File: config.mk
export PLATFORM = sky130hd
export DESIGN_NAME = cwic_ctrl
export DESIGN_NICKNAME = d
export VERILOG_FILES = /design/src/sv/cwic_pkg.sv /design/src/sv/cwic_ctrl.sv
export SDC_FILE = /design/constraint.sdc
export NUM_CORES = 1
export LEC_CHECK = 0
export BUFFER_PORTS_ARGS = -buffer_cell sky130_fd_sc_hd__buf_2
export CAP_MARGIN = 15
export CORE_ASPECT_RATIO = 1.5
export CORE_MARGIN = 1
export CORE_UTILIZATION = 45
export CTS_CLUSTER_DIAMETER = 200
export CTS_CLUSTER_SIZE = 10
export DETAILED_ROUTE_END_ITERATION = 6
export MAX_ROUTING_LAYER = met4
export PLACE_DENSITY = 0.65
export SYNTH_ARGS = -nofsm -noshare
export SYNTH_HDL_FRONTEND = slang
export SYNTH_SLANG_ARGS = --single-unit
File: constraint.sdc
create_clock -name clk -period 3.85 [get_ports clk]
set_input_delay 0.385 -clock clk [delete_from_list [all_inputs] [get_ports clk]]
set_output_delay 0.385 -clock clk [all_outputs]
set_load 0.01 [all_outputs]
File: src/sv/cwic_pkg.sv
// ----------------------------------------------------------------------------
// cwic_pkg
// shared types, codes and arithmetic helpers for the w-intermediate core
// ----------------------------------------------------------------------------
package cwic_pkg;

  localparam int SPIN_ORBITALS_DEF = 16;
  localparam int VALUE_BITS_DEF    = 32;
  localparam int IDX_W             = 4;
  localparam int DATA_W            = 32;
  localparam int ACC_W             = 64;
  localparam int FRAC_W            = 24;
  localparam int MASK_W            = 8;
  localparam int OP_W              = 3;
  localparam int KIND_W            = 2;

  localparam logic [OP_W-1:0] OP_WR_INT  = 3'd0;
  localparam logic [OP_W-1:0] OP_WR_SGL  = 3'd1;
  localparam logic [OP_W-1:0] OP_WR_DBL  = 3'd2;
  localparam logic [OP_W-1:0] OP_WR_TAU  = 3'd3;
  localparam logic [OP_W-1:0] OP_COMPUTE = 3'd4;

  localparam logic [KIND_W-1:0] KIND_MNIJ = 2'd0;
  localparam logic [KIND_W-1:0] KIND_ABEF = 2'd1;
  localparam logic [KIND_W-1:0] KIND_MBEJ = 2'd2;

  localparam logic signed [ACC_W-1:0] ACC_MAX   = 64'sh7FFF_FFFF_FFFF_FFFF;
  localparam logic signed [ACC_W-1:0] ACC_MIN   = 64'sh8000_0000_0000_0000;
  localparam logic signed [ACC_W-1:0] HALF_LSB  = 64'sd8388608;

  typedef enum logic [3:0] {
    DP_NOP, DP_WRITE, DP_LOAD, DP_SCAN, DP_INIT, DP_MUL, DP_CAP, DP_MUL_T1,
    DP_COEF, DP_MUL_C, DP_ACC, DP_FINAL, DP_RND, DP_SAT, DP_ERR, DP_OUT
  } dp_op_t;

  typedef enum logic [2:0] {
    TERM_BASE, TERM_S1, TERM_S2, TERM_TAU, TERM_F, TERM_CF, TERM_N
  } term_t;

  typedef enum logic [4:0] {
    ST_IDLE, ST_SCAN, ST_CHECK, ST_BASE_RD, ST_INIT, ST_OUTER, ST_T_RD,
    ST_T_MUL, ST_T_ACC, ST_INNER, ST_C_RD1, ST_C_RD2, ST_C_MUL1, ST_C_COEF,
    ST_C_MUL2, ST_FINAL, ST_RND, ST_SAT, ST_ERR, ST_FINISH
  } st_t;

  typedef struct packed {
    dp_op_t           op;
    term_t            term;
    logic             neg;
    logic             to_q;
    logic             sub;
    logic [IDX_W-1:0] outer_idx;
    logic [IDX_W-1:0] outer_cmp;
    logic [IDX_W-1:0] inner_idx;
    logic [IDX_W-1:0] inner_cmp;
  } cmd_t;

  typedef struct packed {
    logic [KIND_W-1:0] kind;
    logic              occ_outer;
    logic              occ_inner;
    logic              found_all;
    logic              out_busy;
  } status_t;

  // saturating 64-bit add
  function automatic logic signed [ACC_W-1:0] sadd64(input logic signed [ACC_W-1:0] a,
                                                      input logic signed [ACC_W-1:0] b);
    logic signed [ACC_W-1:0] s;
    s = a + b;
    if (a[ACC_W-1] == b[ACC_W-1] && s[ACC_W-1] != a[ACC_W-1]) begin
      s = a[ACC_W-1] ? ACC_MIN : ACC_MAX;
    end
    return s;
  endfunction

endpackage

File: src/sv/cwic_ctrl.sv
// ----------------------------------------------------------------------------
// cwic_ctrl
// sequencer: orbital scan, nested orbital loops and term micro-steps
// ----------------------------------------------------------------------------
module cwic_ctrl #(
  parameter int SPIN_ORBITALS = cwic_pkg::SPIN_ORBITALS_DEF
) (
  input  logic                      clk,
  input  logic                      rst_n,
  input  logic                      in_valid,
  input  logic [cwic_pkg::OP_W-1:0] in_operation,
  output logic                      in_ready,
  input  cwic_pkg::status_t         status,
  output cwic_pkg::cmd_t            cmd
);

  localparam int IW    = cwic_pkg::IDX_W;
  localparam int ORBS  = (SPIN_ORBITALS < (1 << IW)) ? SPIN_ORBITALS : (1 << IW);
  localparam int CNT_W = $clog2(ORBS + 1);

  cwic_pkg::st_t   state_r, state_nxt;
  cwic_pkg::term_t term_r, term_nxt;
  logic [CNT_W-1:0] o_r, o_nxt, i_r, i_nxt;
  logic [IW-1:0]    ko_r, ko_nxt, ki_r, ki_nxt;
  logic             phase_r, phase_nxt;
  logic             want_outer, want_inner;

  always_ff @(posedge clk) begin
    if (!rst_n) begin
      state_r <= cwic_pkg::ST_IDLE;
      term_r  <= cwic_pkg::TERM_BASE;
      o_r     <= '0;
      i_r     <= '0;
      ko_r    <= '0;
      ki_r    <= '0;
      phase_r <= 1'b0;
    end else begin
      state_r <= state_nxt;
      term_r  <= term_nxt;
      o_r     <= o_nxt;
      i_r     <= i_nxt;
      ko_r    <= ko_nxt;
      ki_r    <= ki_nxt;
      phase_r <= phase_nxt;
    end
  end

  assign want_outer = (status.kind == cwic_pkg::KIND_ABEF) ||
                      (status.kind == cwic_pkg::KIND_MBEJ && phase_r);
  assign want_inner = (status.kind != cwic_pkg::KIND_MNIJ);

  always_comb begin
    state_nxt = state_r;
    term_nxt  = term_r;
    o_nxt     = o_r;
    i_nxt     = i_r;
    ko_nxt    = ko_r;
    ki_nxt    = ki_r;
    phase_nxt = phase_r;
    in_ready  = 1'b0;

    cmd           = '0;
    cmd.op        = cwic_pkg::DP_NOP;
    cmd.term      = term_r;
    cmd.outer_idx = IW'(o_r);
    cmd.outer_cmp = ko_r;
    cmd.inner_idx = IW'(i_r);
    cmd.inner_cmp = ki_r;
    cmd.to_q      = (term_r == cwic_pkg::TERM_TAU);
    unique case (term_r)
      cwic_pkg::TERM_S1: cmd.neg = (status.kind == cwic_pkg::KIND_ABEF);
      cwic_pkg::TERM_S2: cmd.neg = (status.kind == cwic_pkg::KIND_MNIJ);
      cwic_pkg::TERM_CF, cwic_pkg::TERM_N: cmd.neg = 1'b1;
      default: cmd.neg = 1'b0;
    endcase

    unique case (state_r)
      cwic_pkg::ST_IDLE: begin
        in_ready = 1'b1;
        if (in_valid) begin
          if (in_operation == cwic_pkg::OP_COMPUTE) begin
            cmd.op    = cwic_pkg::DP_LOAD;
            o_nxt     = '0;
            state_nxt = cwic_pkg::ST_SCAN;
          end else if (in_operation < cwic_pkg::OP_COMPUTE) begin
            cmd.op = cwic_pkg::DP_WRITE;
          end
        end
      end
      cwic_pkg::ST_SCAN: begin
        cmd.op = cwic_pkg::DP_SCAN;
        if (o_r == CNT_W'(ORBS - 1)) begin
          o_nxt     = '0;
          state_nxt = cwic_pkg::ST_CHECK;
        end else begin
          o_nxt = o_r + 1'b1;
        end
      end
      cwic_pkg::ST_CHECK: begin
        if (status.kind != cwic_pkg::KIND_MNIJ && status.kind != cwic_pkg::KIND_ABEF &&
            status.kind != cwic_pkg::KIND_MBEJ) begin
          state_nxt = cwic_pkg::ST_ERR;
        end else if (!status.found_all) begin
          state_nxt = cwic_pkg::ST_ERR;
        end else begin
          term_nxt  = cwic_pkg::TERM_BASE;
          state_nxt = cwic_pkg::ST_BASE_RD;
        end
      end
      cwic_pkg::ST_ERR: begin
        cmd.op    = cwic_pkg::DP_ERR;
        state_nxt = cwic_pkg::ST_FINISH;
      end
      cwic_pkg::ST_BASE_RD: state_nxt = cwic_pkg::ST_INIT;
      cwic_pkg::ST_INIT: begin
        cmd.op    = cwic_pkg::DP_INIT;
        o_nxt     = '0;
        ko_nxt    = '0;
        phase_nxt = 1'b0;
        state_nxt = cwic_pkg::ST_OUTER;
      end
      cwic_pkg::ST_OUTER: begin
        if (o_r == CNT_W'(ORBS)) begin
          if (status.kind == cwic_pkg::KIND_MBEJ && !phase_r) begin
            phase_nxt = 1'b1;
            o_nxt     = '0;
            ko_nxt    = '0;
          end else begin
            state_nxt = cwic_pkg::ST_FINAL;
          end
        end else if (status.occ_outer == want_outer) begin
          if (status.kind == cwic_pkg::KIND_MBEJ) begin
            term_nxt = phase_r ? cwic_pkg::TERM_N : cwic_pkg::TERM_F;
          end else begin
            term_nxt = cwic_pkg::TERM_S1;
          end
          state_nxt = cwic_pkg::ST_T_RD;
        end else begin
          o_nxt = o_r + 1'b1;
        end
      end
      cwic_pkg::ST_T_RD: state_nxt = cwic_pkg::ST_T_MUL;
      cwic_pkg::ST_T_MUL: begin
        cmd.op    = cwic_pkg::DP_MUL;
        state_nxt = cwic_pkg::ST_T_ACC;
      end
      cwic_pkg::ST_T_ACC: begin
        cmd.op = cwic_pkg::DP_ACC;
        case (term_r)
          cwic_pkg::TERM_S1: begin
            term_nxt  = cwic_pkg::TERM_S2;
            state_nxt = cwic_pkg::ST_T_RD;
          end
          cwic_pkg::TERM_S2, cwic_pkg::TERM_F: begin
            i_nxt     = '0;
            ki_nxt    = '0;
            state_nxt = cwic_pkg::ST_INNER;
          end
          cwic_pkg::TERM_TAU, cwic_pkg::TERM_CF: begin
            i_nxt     = i_r + 1'b1;
            ki_nxt    = ki_r + 1'b1;
            state_nxt = cwic_pkg::ST_INNER;
          end
          default: begin
            o_nxt     = o_r + 1'b1;
            ko_nxt    = ko_r + 1'b1;
            state_nxt = cwic_pkg::ST_OUTER;
          end
        endcase
      end
      cwic_pkg::ST_INNER: begin
        if (i_r == CNT_W'(ORBS)) begin
          o_nxt     = o_r + 1'b1;
          ko_nxt    = ko_r + 1'b1;
          state_nxt = cwic_pkg::ST_OUTER;
        end else if (status.occ_inner == want_inner) begin
          if (status.kind == cwic_pkg::KIND_MBEJ) begin
            term_nxt  = cwic_pkg::TERM_CF;
            state_nxt = cwic_pkg::ST_C_RD1;
          end else begin
            term_nxt  = cwic_pkg::TERM_TAU;
            state_nxt = cwic_pkg::ST_T_RD;
          end
        end else begin
          i_nxt = i_r + 1'b1;
        end
      end
      // coefficient term: t2 and first singles, then second singles
      cwic_pkg::ST_C_RD1: state_nxt = cwic_pkg::ST_C_RD2;
      cwic_pkg::ST_C_RD2: begin
        cmd.op    = cwic_pkg::DP_CAP;
        cmd.sub   = 1'b1;
        state_nxt = cwic_pkg::ST_C_MUL1;
      end
      cwic_pkg::ST_C_MUL1: begin
        cmd.op    = cwic_pkg::DP_MUL_T1;
        state_nxt = cwic_pkg::ST_C_COEF;
      end
      cwic_pkg::ST_C_COEF: begin
        cmd.op    = cwic_pkg::DP_COEF;
        state_nxt = cwic_pkg::ST_C_MUL2;
      end
      cwic_pkg::ST_C_MUL2: begin
        cmd.op    = cwic_pkg::DP_MUL_C;
        state_nxt = cwic_pkg::ST_T_ACC;
      end
      cwic_pkg::ST_FINAL: begin
        cmd.op    = cwic_pkg::DP_FINAL;
        state_nxt = cwic_pkg::ST_RND;
      end
      cwic_pkg::ST_RND: begin
        cmd.op    = cwic_pkg::DP_RND;
        state_nxt = cwic_pkg::ST_SAT;
      end
      cwic_pkg::ST_SAT: begin
        cmd.op    = cwic_pkg::DP_SAT;
        state_nxt = cwic_pkg::ST_FINISH;
      end
      cwic_pkg::ST_FINISH: begin
        if (!status.out_busy) begin
          cmd.op    = cwic_pkg::DP_OUT;
          state_nxt = cwic_pkg::ST_IDLE;
        end
      end
      default: state_nxt = cwic_pkg::ST_IDLE;
    endcase
  end

endmodule

-- Word-level counts from Yosys, hierarchy flattened
Cells that the tools add are included.
- bits of input ports: 12
- flip-flop bits (word level): 27
- reduce and logical (&&, ||, !) cells: 29
- magnitude comparators: 1
- add/subtract/negate cells: 4
- multiplexer cells: 55
- equal/unequal tests: 57
- operators with widths (operator ; count):
    2-to-1 mux 5 bit ; 21
    one-hot mux 5 bit (18 select lines) ; 1
    one-hot mux 4 bit (14 select lines) ; 1
    equality test 5 x 4 -> 1 bit, second input constant ; 9
    inequality test 2 bit, second input constant ; 17
    equality test 5 bit, second input constant ; 6
    one-hot mux 5 bit (6 select lines) ; 1
    2-to-1 mux 3 bit ; 9
    2-to-1 mux 4 bit ; 6
    equality test 5 x 3 -> 1 bit, second input constant ; 4
    one-hot mux 5 bit (2 select lines) ; 2
    inequality test 3 bit, second input constant ; 6
    one-hot mux 4 bit (2 select lines) ; 2
    one-hot mux 4 bit (4 select lines) ; 1
    AND reduction 7 bit ; 2
    equality test 3 bit, second input constant ; 4
    one-hot mux 3 bit (4 select lines) ; 1
    adder 5 x 1 -> 5 bit, second input constant ; 2
    equality test 5 x 2 -> 1 bit, second input constant ; 2
    OR reduction 2 bit ; 5
    adder 4 x 1 -> 4 bit, second input constant ; 2
    AND reduction 8 bit ; 1
    nonzero test 2 bit ; 4
    nonzero test 4 bit ; 2
    24 further kinds ; 35

-- Depth between registers and ports, before layout
Gate-level depths: netlist (run 1).
- word-level depth: 7
- mapped depth: 11
- mapped depth without buffers: 10

-- Least setup slack after synthesis (run 1)
No wires, ideal clock.
- kind: register to register
- start: register o_r[0]
- end: register ko_r[3]
- slack: 1.876 ns
- buffers on the path: 0
- cell stages (with the launch flop): 8
- arrival time: 1.904 ns
- required time: 3.780 ns
- setup time: 0.070 ns
- period minus slack after synthesis: 1.974 ns
- path through: dfxtp_1 > inv_1 > ha_1 > and4bb_2 > nand3b_1 > a221o_1 > or4_1 > a21oi_1
- word-level cells in the longest chain between the ends: 3
- RTL lines (item ; line ; source):
    start: declaration ; cwic_ctrl.sv:23 ; logic [CNT_W-1:0] o_r, o_nxt, i_r, i_nxt;
    start signal: assignment ; cwic_ctrl.sv:40 ; o_r <= o_nxt;
    equality test 5 bit ; cwic_ctrl.sv:123 ; if (o_r == CNT_W'(ORBS)) begin
    inequality test 2 bit (no line) ; -- ;
    AND reduction 5 bit (no line) ; -- ;
    end signal: assignment ; cwic_ctrl.sv:42 ; ko_r <= ko_nxt;
    end: declaration ; cwic_ctrl.sv:24 ; logic [IW-1:0] ko_r, ko_nxt, ki_r, ki_nxt;
No other way between the ends.
A chain may end at the register's enable or synchronous reset.

==> parameters.txt, run 1 <==
Parameter                              Value

Cells and area
  Most common cell after layout, fill and taps aside    buf_2
  Most frequent cells in the layout    buf_2, nand2_1, dfxtp_1
  Count of fill cells added during filler insertion    483
  Multi-input gate area in the final layout    1390 um2
  Total non-filler cell area in the finished layout    2320 um2
  Sequential cell area    541 um2
  Area growth syn-to-layout    7.61%
  Layout cell share with drive strength beyond 1    19.4%
  Number of non-filler instances in the completed layout    368
  Core Util, Final    51.0%
  Total Nets Final    325
  Number of diodes    0

Clocking
  Count of hold-fix buffers inserted at cts    0
  Clock tree from TritonCTS    done
  Post-CTS sizing    0
  Clock buffer count from CTS    3
  # H-tree levels    1
  Clock Tree Buf Depth    2
  CTS root buf    clkbuf_8
  Post-CTS Setup Bufs    0
  Number of sinks handled by clock tree synthesis    27
  CTS clk-pin slew, worst paths    0.11 ns
  Worst-skew pair later-pin latency    0.28 ns

Drt
  Wire length per cell    14.7 um
  First-iteration detailed-routing DRC count    113
  Vias after detailed routing    2124
  Vias per std cell    5.77
  DRC    0
  Post-Route WL    5420 um
  Count of TritonRoute iterations in the first routing pass    4
  Count of antenna-violating nets left after detailed routing    0

GRT
  Largest net degree at the start of global routing    29
  Global-route wire length before repair    8930 um
  GRT overflow    0
  Busiest layer in global routing    met2
  GR Layer Usage met3    2.39%
  Overall track demand over capacity in global routing    23.0%
  Number of antenna violations at the first check in global routing    0
  Number of global-route vias before repair    1893
  Met2 Usage GRT    35.6%
  Fraction of met1 tracks used by global routing    29.0%

STA
  Hold_ws    0.424 ns
  Setup repair after global routing missed its margin    no
  Transition at the pin with the smallest max-transition slack    0.920 ns
  Achievable Freq    354 MHz
  Number of failing setup endpoints in the final timing report    0
  Fin Clk Skew    0.00831 ns
  Final critical delay including setup and external delays    2.83 ns
  Post-route clock period utilization    73.4%
  Pins Over Slew Limit    0
  Headroom to the max-slew limit    38.6%
  Final Hold Violating Endpoints    0
  Final sum of negative setup slack    0 ns

Critical path
  Path type of the worst setup path    reg -> out
  Startpoint type of the worst setup path    register
  Data required time at the worst endpoint    3.46 ns
  Reg2Reg Capture Point    o_r[4]
  Arrival time at the worst endpoint    2.44 ns
  R2r startpoint    state_r[0]
  Reg2reg path depth    6
  R2R Setup Slk    1.40 ns
  CP Max Fanout    28
  Category of the worst setup path capture point    output pin

Logic synthesis
  Predominant post-synthesis flop cell    dfxtp_1
  Multiplexer share of the synthesized area    1.86%
  Compound-Gate Fraction of Synth Area    26.3%
  Synth top area cells    dfxtp_1, a21oi_1, nand2_1
  Share of the synthesized area in the top cell type    25.1%
  Share of the synthesized netlist area taken by xor and xnor gates    3.25%
  FFs w/ async S/R, synth    0%
  Synthesized net count    304
  Area of the mapped netlist    2150 um2
  Area share of and/or/nand/nor cells after synthesis    28.7%
  Main combinational cell family by area after synthesis    simple AND/OR/NAND/NOR gates
  Number of warnings issued by yosys    0
  Instance count of the mapped netlist    284
  Sequential element share of the synthesized area    25.1%
  Most area-hungry cell type in the Yosys netlist    dfxtp_1
  Count of cell types in the netlist    66
  Count of state elements after synthesis    27
  Number of enable-type register cells in the synthesized netlist    0
  Arithmetic-cell share of the synthesized area counting full adders, half adders and majority gates    4.65%
  Synthesized area per cell    7.58 um2

Placed design
  Final RePlAce weighted congestion    0.938
  Placed Cells    364
  Number of input and output port buffers inserted    38
  DPL Wire Length    4030 um
  Placed standard-cell area    2270 um2

Floorplanning
  Die Span X    58.5 um
  Die Ht    86.7 um
  Boundary pin count    39
  Effective utilization at floorplan    47.4%
  Number of placement rows    30
  Core area    4540 um2
  Die area    5070 um2

Power
  Cell leakage power    0.000904 uW
  Peak ir drop on the vdd network    261 uV
  Power per cell area    218 nW/um2

Run status
  Result of the run    completed

Worst hold path
  Min-Delay Startpoint    rst_n
  Tightest Hold Check Type    in -> reg
  Worst hold path depth    2
  Worst hold endpoint    state_r[3]

Flow run
  Max-Cap Viols    0
==> final cells by class <==
type	instances	share of cell area [%]
clock buffer	3	1.78
clock inverter	1	0.324
inverter	15	2.43
multi-input combinational	219	60.2
sequential	27	23.3
tap	64	3.46
timing repair buffer	39	8.53
==> state kept, by name (all words and copies together), names as in the netlist <==
register and cells:
o_r 5, term_r 3, i_r 5, state_r 5
ki_r 4, phase_r 1, ko_r 4
==> report_power, final <==
part           switching [uW]  internal (uW)
Clock                    99.6           73.7
Combinational            28.7           18.1
Sequential               4.29            281
Total                     133            372
==> through the flow <==
step | power [uW] | setup slack [ns]
final | 505 | 1.02
after global routing | 523 | 0.881
after CTS | 509 | 1.08
after detailed placement | 337 | 1.40
after global placement | 338 | 1.37
after floorplan | 323 | 1.88
==> kinds of logic (layout without fill, tap and decap cells) <==
logic type / after synthesis / count (layout)
AOI/OAI and AO/OA: 87 / 87
DFF: 27 / 27
muxes: 4 / 4
adders and majority gates: 8 / 8
buffers and inverters: 38 / 58
and+or+nand+nor: 112 / 112
xor gates and xnor gates: 8 / 8
==> Yosys cell counts (3+ instances only) <==
master and number:
inv_1 14, o22ai_1 7, a21oi_1 26, nor3_1 4, xor2_1 5, nand3_1 13
mux2i_1 4, clkbuf_1 6, a211oi_1 3, or3_1 5, o31a_1 3, nand3b_1 3
o21ai_0 18, a31oi_1 6, nand4_1 5, xnor2_1 3, ha_1 8, nor2_1 26
or2_2 3, buf_4 9, nor2b_1 4, nand2_1 29, dfxtp_1 27
==> worst max-delay path: stages (launching register included) <==
cell and delay, ns:
dfxtp_1 0.94, clkinv_1 0.49, nand2_1 0.16, a211oi_1 0.08
a311o_1 0.34, buf_2 0.14
==> worst max-delay path by stage <==
stage	startpoint	end	slack, ns
2_1_floorplan	o_r[0]	ko_r[3]	1.88
3_3_place_gp	state_r[0]	cmd[22]	1.37
3_5_place_dp	state_r[0]	cmd[22]	1.40
4_1_cts	state_r[0]	cmd[22]	1.08
5_1_grt	state_r[0]	cmd[22]	0.88
6_report	state_r[0]	cmd[22]	1.02
==> per-layer routing <==
metal,up-vias,part of all wire (%),routed length (um)
met5,-,0,0
met4,0,4.0,215
met3,18,4.4,240
met2,74,48,2620
met1,959,43,2340
li1,1073,-,-
Note: power is estimated with default switching activity, not from simulation.
==> run 2: changes to the inputs <==
- clock period: 3.85 -> 2.74 ns (I/O delays scaled with it)
==> run 2 against run 1 <==
Compared with the run above: critical path type is now reg -> reg; power increased by 40%; utilization increased by 1.1 points; clock power increased by 38%; die area unchanged; final cell count increased by 1.9%; largest cell class unchanged; sequential share of layout area decreased by 0.45 points; sequential power increased by 40%; setup slack got worse by 0.62 ns.
==> parameters.txt, run 2 (synthesized netlist as in run 1, its figures left out) <==
Parameter                              Value

Run status
  Result of the run    completed

GRT
  Number of antenna violations at the first check in global routing    0
  GRT overflow    0
  Largest net degree at the start of global routing    19
  Global-route wire length before repair    9420 um
  Number of global-route vias before repair    2068
  Overall track demand over capacity in global routing    24.4%

Clocking
  # H-tree levels    1
  Post-CTS Setup Bufs    0
  Clock tree from TritonCTS    done
  CTS clk-pin slew, worst paths    0.10 ns
  Worst-skew pair later-pin latency    0.28 ns
  Number of sinks handled by clock tree synthesis    27
  Clock Tree Buf Depth    2
  Clock buffer count from CTS    3
  CTS root buf    clkbuf_8

STA
  Final critical delay including setup and external delays    2.34 ns
  Hold_ws    0.334 ns
  Post-route clock period utilization    85.4%
  Number of failing setup endpoints in the final timing report    0
  Headroom to the max-slew limit    54.3%
  Transition at the pin with the smallest max-transition slack    0.684 ns
  Fin Clk Skew    0.00892 ns
  Setup repair after global routing missed its margin    no
  Pins Over Slew Limit    0
  Final Hold Violating Endpoints    0
  Final sum of negative setup slack    0 ns
  Achievable Freq    427 MHz

Power
  Power share of the combinational group    10.1%
  Internal Pwr Total    524 uW
  Cell leakage power    0.000942 uW
  Power per cell area    299 nW/um2
  Clock group share of total power    33.6%
  Net switching power    185 uW
  Switch share    26.1%
  Peak ir drop on the vdd network    187 uV
  Sequential group share of total power    56.2%

Critical path
  R2r startpoint    state_r[3]
  Slowest-stage cell, CP    dfxtp_1
  CP Max Fanout    18
  Data required time at the worst endpoint    2.88 ns
  Path type of the worst setup path    reg -> reg
  Critical Path Max Stage Delay    0.68 ns
  Startpoint type of the worst setup path    register
  Arrival time at the worst endpoint    2.48 ns
  R2R Setup Slk    0.40 ns
  Reg2Reg Capture Point    term_r[1]
  Category of the worst setup path capture point    register
  CP Cell Sequence    nor4b_2, nand2_1, o22ai_1, nor3_2, a21oi_1, a311oi_1
  Reg2reg path depth    6

Cells and area
  Layout cell share with drive strength beyond 1    21.5%
  Most frequent cells in the layout    buf_2, nand2_1, nor2_1, a21oi_1, dfxtp_1
  Number of diodes    0
  Total Nets Final    332
  Core Util, Final    52.1%
  Area growth syn-to-layout    9.99%
  Most common cell after layout, fill and taps aside    buf_2
  Count of fill cells added during filler insertion    466
  Top flop regs    i_r: 5 flops, o_r: 5 flops, state_r: 5 flops

Placed design
  Number of input and output port buffers inserted    38
  Final RePlAce weighted congestion    0.899
  DPL Wire Length    4420 um

Floorplanning
  Effective utilization at floorplan    47.4%
  Die Span X    58.5 um
  Boundary pin count    39
  Number of placement rows    30
  Die Ht    86.7 um
  Core area    4540 um2
  Die area    5070 um2

Worst hold path
  Min-Delay Startpoint    rst_n
  Worst hold path depth    2
  Worst hold endpoint    state_r[3]
  Tightest Hold Check Type    in -> reg

Drt
  Count of antenna-violating nets left after detailed routing    0
  DRC    0
  Wire length per cell    15.7 um
  Count of TritonRoute iterations in the first routing pass    5
  Vias per std cell    6.09
  First-iteration detailed-routing DRC count    103
  Post-Route WL    5910 um
  Vias after detailed routing    2282

Flow run
  Max-Cap Viols    0
==> run 2: changes by cell type in the layout (fill, tap and decap cells not counted) <==
cell	delta
dfxtp_1	-1
clkinvlp_4	-1
dfxtp_2	+1
buf_4	+7
clkinv_2	+1
==> run 2: power groups by stage <==
stage               logic (uW)  registers [uW]  clock network, uW
CTS                       70.8             399                240
global placement          71.1             408                  0
global route              78.2             400                255
finish                    71.9             399                238
floorplan                 48.9             404                  0
detailed placement        70.5             408                  0
==> run 2: how the worst max path moves through the flow <==
stage | start | endpoint | slack (ns) | depth (start not counted)
after floorplan | o_r[0] | ko_r[3] | 0.77 | 7
after global placement | state_r[2] | o_r[4] | 0.47 | 6
after detailed placement | state_r[2] | o_r[4] | 0.50 | 6
after CTS | state_r[0] | cmd[22] | 0.25 | 5
after global routing | state_r[2] | o_r[4] | 0.24 | 6
final | state_r[3] | term_r[1] | 0.40 | 6
==> run 2: timing repair <==
item                       CTS  global route
setup endpoints to repair    0             1
hold endpoints to repair     0             0
hold buffers                 0             0
resized for setup            0             1
==> run 2: layer usage <==
| layer | part of all wire [%] | up-vias | global-route usage [%] |
|---|---|---|---|
| met2 | 50 | 110 | 41.5 |
| met1 | 40 | 1061 | 26.7 |
| met5 | 0 | - | - |
| met4 | 4.5 | 0 | 14.7 |
| li1 | - | 1082 | - |
| met3 | 5.3 | 29 | 2.84 |
==> run 2: worst max-delay path, delay by kind of cell, from the launching register on <==
kind / cells / cell delay [ns]
compound gates: 3 / 0.55
flops: 1 / 0.68
simple gates: 3 / 0.96
==> run 2: cell type report <==
cell class	count	area, um2	share of cell area (%)
clock buffers	3	41.3	1.74
clock inverters	1	5.00	0.211
inverters	15	56.3	2.38
multi-input cells	219	1390	58.8
flip-flops and latches	27	542	22.9
well taps	64	80.1	3.38
repair buffers	46	250	10.6
==> run 2: per-stage QoR <==
stage | power (uW) | setup slack, ns | instance area, um2 | cells
2_1_floorplan | 453 | 0.766 | 2150 | 284
3_3_place_gp | 479 | 0.473 | 2320 | 371
3_5_place_dp | 478 | 0.495 | 2320 | 371
4_1_cts | 709 | 0.253 | 2370 | 375
5_1_grt | 733 | 0.240 | 2370 | 375
6_report | 709 | 0.399 | 2370 | 375
==> run 3: changes to the inputs <==
- PLACE_DENSITY: 0.65 -> 0.67
==> run 3 against run 2 <==
Compared with the run above: clock skew shrank 0.0014 ns; cell area shrank 0.42%; via count decreased by 2.5%; die area unchanged; setup slack worse by 0.17 ns; first-iteration DRC count shrank 31%; final cell count fell by 0.27%; worst hold slack improved by 0.0030 ns; highest routed layer unchanged; largest cell class unchanged.
==> parameters.txt, run 3 (synthesized netlist as in run 1, its figures left out) <==
Parameter                              Value

Run status
  Result of the run    completed

Drt
  DRC    0
  Count of antenna-violating nets left after detailed routing    0
  Post-Route WL    5620 um
  Vias per std cell    5.95
  Vias after detailed routing    2226
  First-iteration detailed-routing DRC count    71
  Wire length per cell    15.0 um
  Count of TritonRoute iterations in the first routing pass    5

STA
  Headroom to the max-slew limit    54.2%
  Pins Over Slew Limit    0
  Number of failing setup endpoints in the final timing report    0
  PnR worst setup slack    0.226 ns
  Setup repair after global routing missed its margin    no
  Post-route clock period utilization    91.8%
  Final Hold Violating Endpoints    0
  Achievable Freq    398 MHz
  Final critical delay including setup and external delays    2.51 ns
  Final sum of negative setup slack    0 ns
  Transition at the pin with the smallest max-transition slack    0.686 ns
  Fin Clk Skew    0.00754 ns

Floorplanning
  Number of placement rows    30
  Die Span X    58.5 um
  Effective utilization at floorplan    47.4%
  Die area    5070 um2
  Die Ht    86.7 um
  Core area    4540 um2
  Boundary pin count    39

Critical path
  CP Max Fanout    19
  Data required time at the worst endpoint    2.47 ns
  Startpoint type of the worst setup path    register
  Path type of the worst setup path    reg -> out
  Category of the worst setup path capture point    output pin
  Arrival time at the worst endpoint    2.24 ns

Clocking
  Count of hold-fix buffers inserted at cts    0
  Clock buffer count from CTS    3
  Clock Tree Buf Depth    2
  CTS clk-pin slew, worst paths    0.10 ns
  # H-tree levels    1
  Post-CTS sizing    0
  Number of sinks handled by clock tree synthesis    27
  CTS root buf    clkbuf_8
  Clock tree from TritonCTS    done
  Post-CTS Setup Bufs    0
  Worst-skew pair later-pin latency    0.27 ns

GRT
  Busiest layer in global routing    met2
  Global-route wire length before repair    9390 um
  Met2 Usage GRT    39.8%
  Largest net degree at the start of global routing    23
  Overall track demand over capacity in global routing    24.6%
  Fraction of met1 tracks used by global routing    29.0%
  Number of antenna violations at the first check in global routing    0
  Number of global-route vias before repair    1993
  GR Layer Usage met3    2.39%
  GRT overflow    0

Flow run
  Max-Cap Viols    0

Cells and area
  Most frequent cells in the layout    buf_2, nand2_1, dfxtp_1
  Layout cell share with drive strength beyond 1    20.6%
  Area growth syn-to-layout    9.53%
  Total Nets Final    331
  Most common cell after layout, fill and taps aside    buf_2
  Top flop regs    i_r: 5 flops, o_r: 5 flops, state_r: 5 flops
  Number of diodes    0

Placed design
  DPL Wire Length    4330 um
  Dpl ws    0.448 ns
  Number of input and output port buffers inserted    38
  Final RePlAce weighted congestion    0.917

Worst hold path
  Tightest Hold Check Type    in -> reg

Power
  Peak ir drop on the vdd network    259 uV
  Power per cell area    297 nW/um2
  Cell leakage power    0.000936 uW
## run 3: changes by cell type in the layout (fill, tap and decap cells not counted)
cell,delta
buf_4,-1
dfxtp_1,+1
clkinv_2,-1
clkbuf_1,+1
dfxtp_2,-1
## run 3: routing by layer
| metal | vias up | part of all wire [%] |
|---|---|---|
| li1 | 1088 | - |
| met1 | 1037 | 42 |
| met2 | 75 | 50 |
| met3 | 26 | 3.5 |
| met4 | 0 | 4.9 |
| met5 | - | 0 |
## run 3: layout make-up
cell class	count	area [um2]
well taps	64	80.1
multi-input cells	219	1390
flip-flops and latches	27	541
fillers	461	2180
repair buffers	45	243
inverters	15	56.3
clock buffers	4	45.0
## run 3: final timing paths
path                    from    endpoint  slack (ns)  cells after the start
hold reg to reg      ko_r[0]     ko_r[0]        0.50                      2
setup / recovery  state_r[0]     cmd[25]        0.23                      6
setup reg to reg  state_r[2]      o_r[4]        0.37                      6
hold / removal         rst_n  state_r[3]        0.34                      2
## run 3: metrics by stage
step                      power (uW)  std cells  instance area (um2)  hold WS, ns  utilization (%)
after floorplan                  453        284                 2150        0.443                -
after global placement           479        370                 2310        0.484             50.9
after detailed placement         478        370                 2310        0.492             50.9
after CTS                        705        374                 2360        0.330             51.9
after global routing             730        374                 2360        0.349             51.9
final                            700        374                 2360        0.337             51.9
## run 3: worst max-delay path: stages (launching register included)
cell and delay (ns):
dfxtp_1 0.75, clkinv_1 0.48, nand3_1 0.19, o21ai_0 0.10
a32oi_1 0.17, o22ai_1 0.10, buf_2 0.17
## run 3: power breakdown
part | internal [uW] | leakage [uW] | switching, uW
sequential | 394 | 0.000218 | 4.54
clock | 104 | 0.0000228 | 125
combinational | 27.8 | 0.000696 | 43.9
total | 526 | 0.000936 | 174
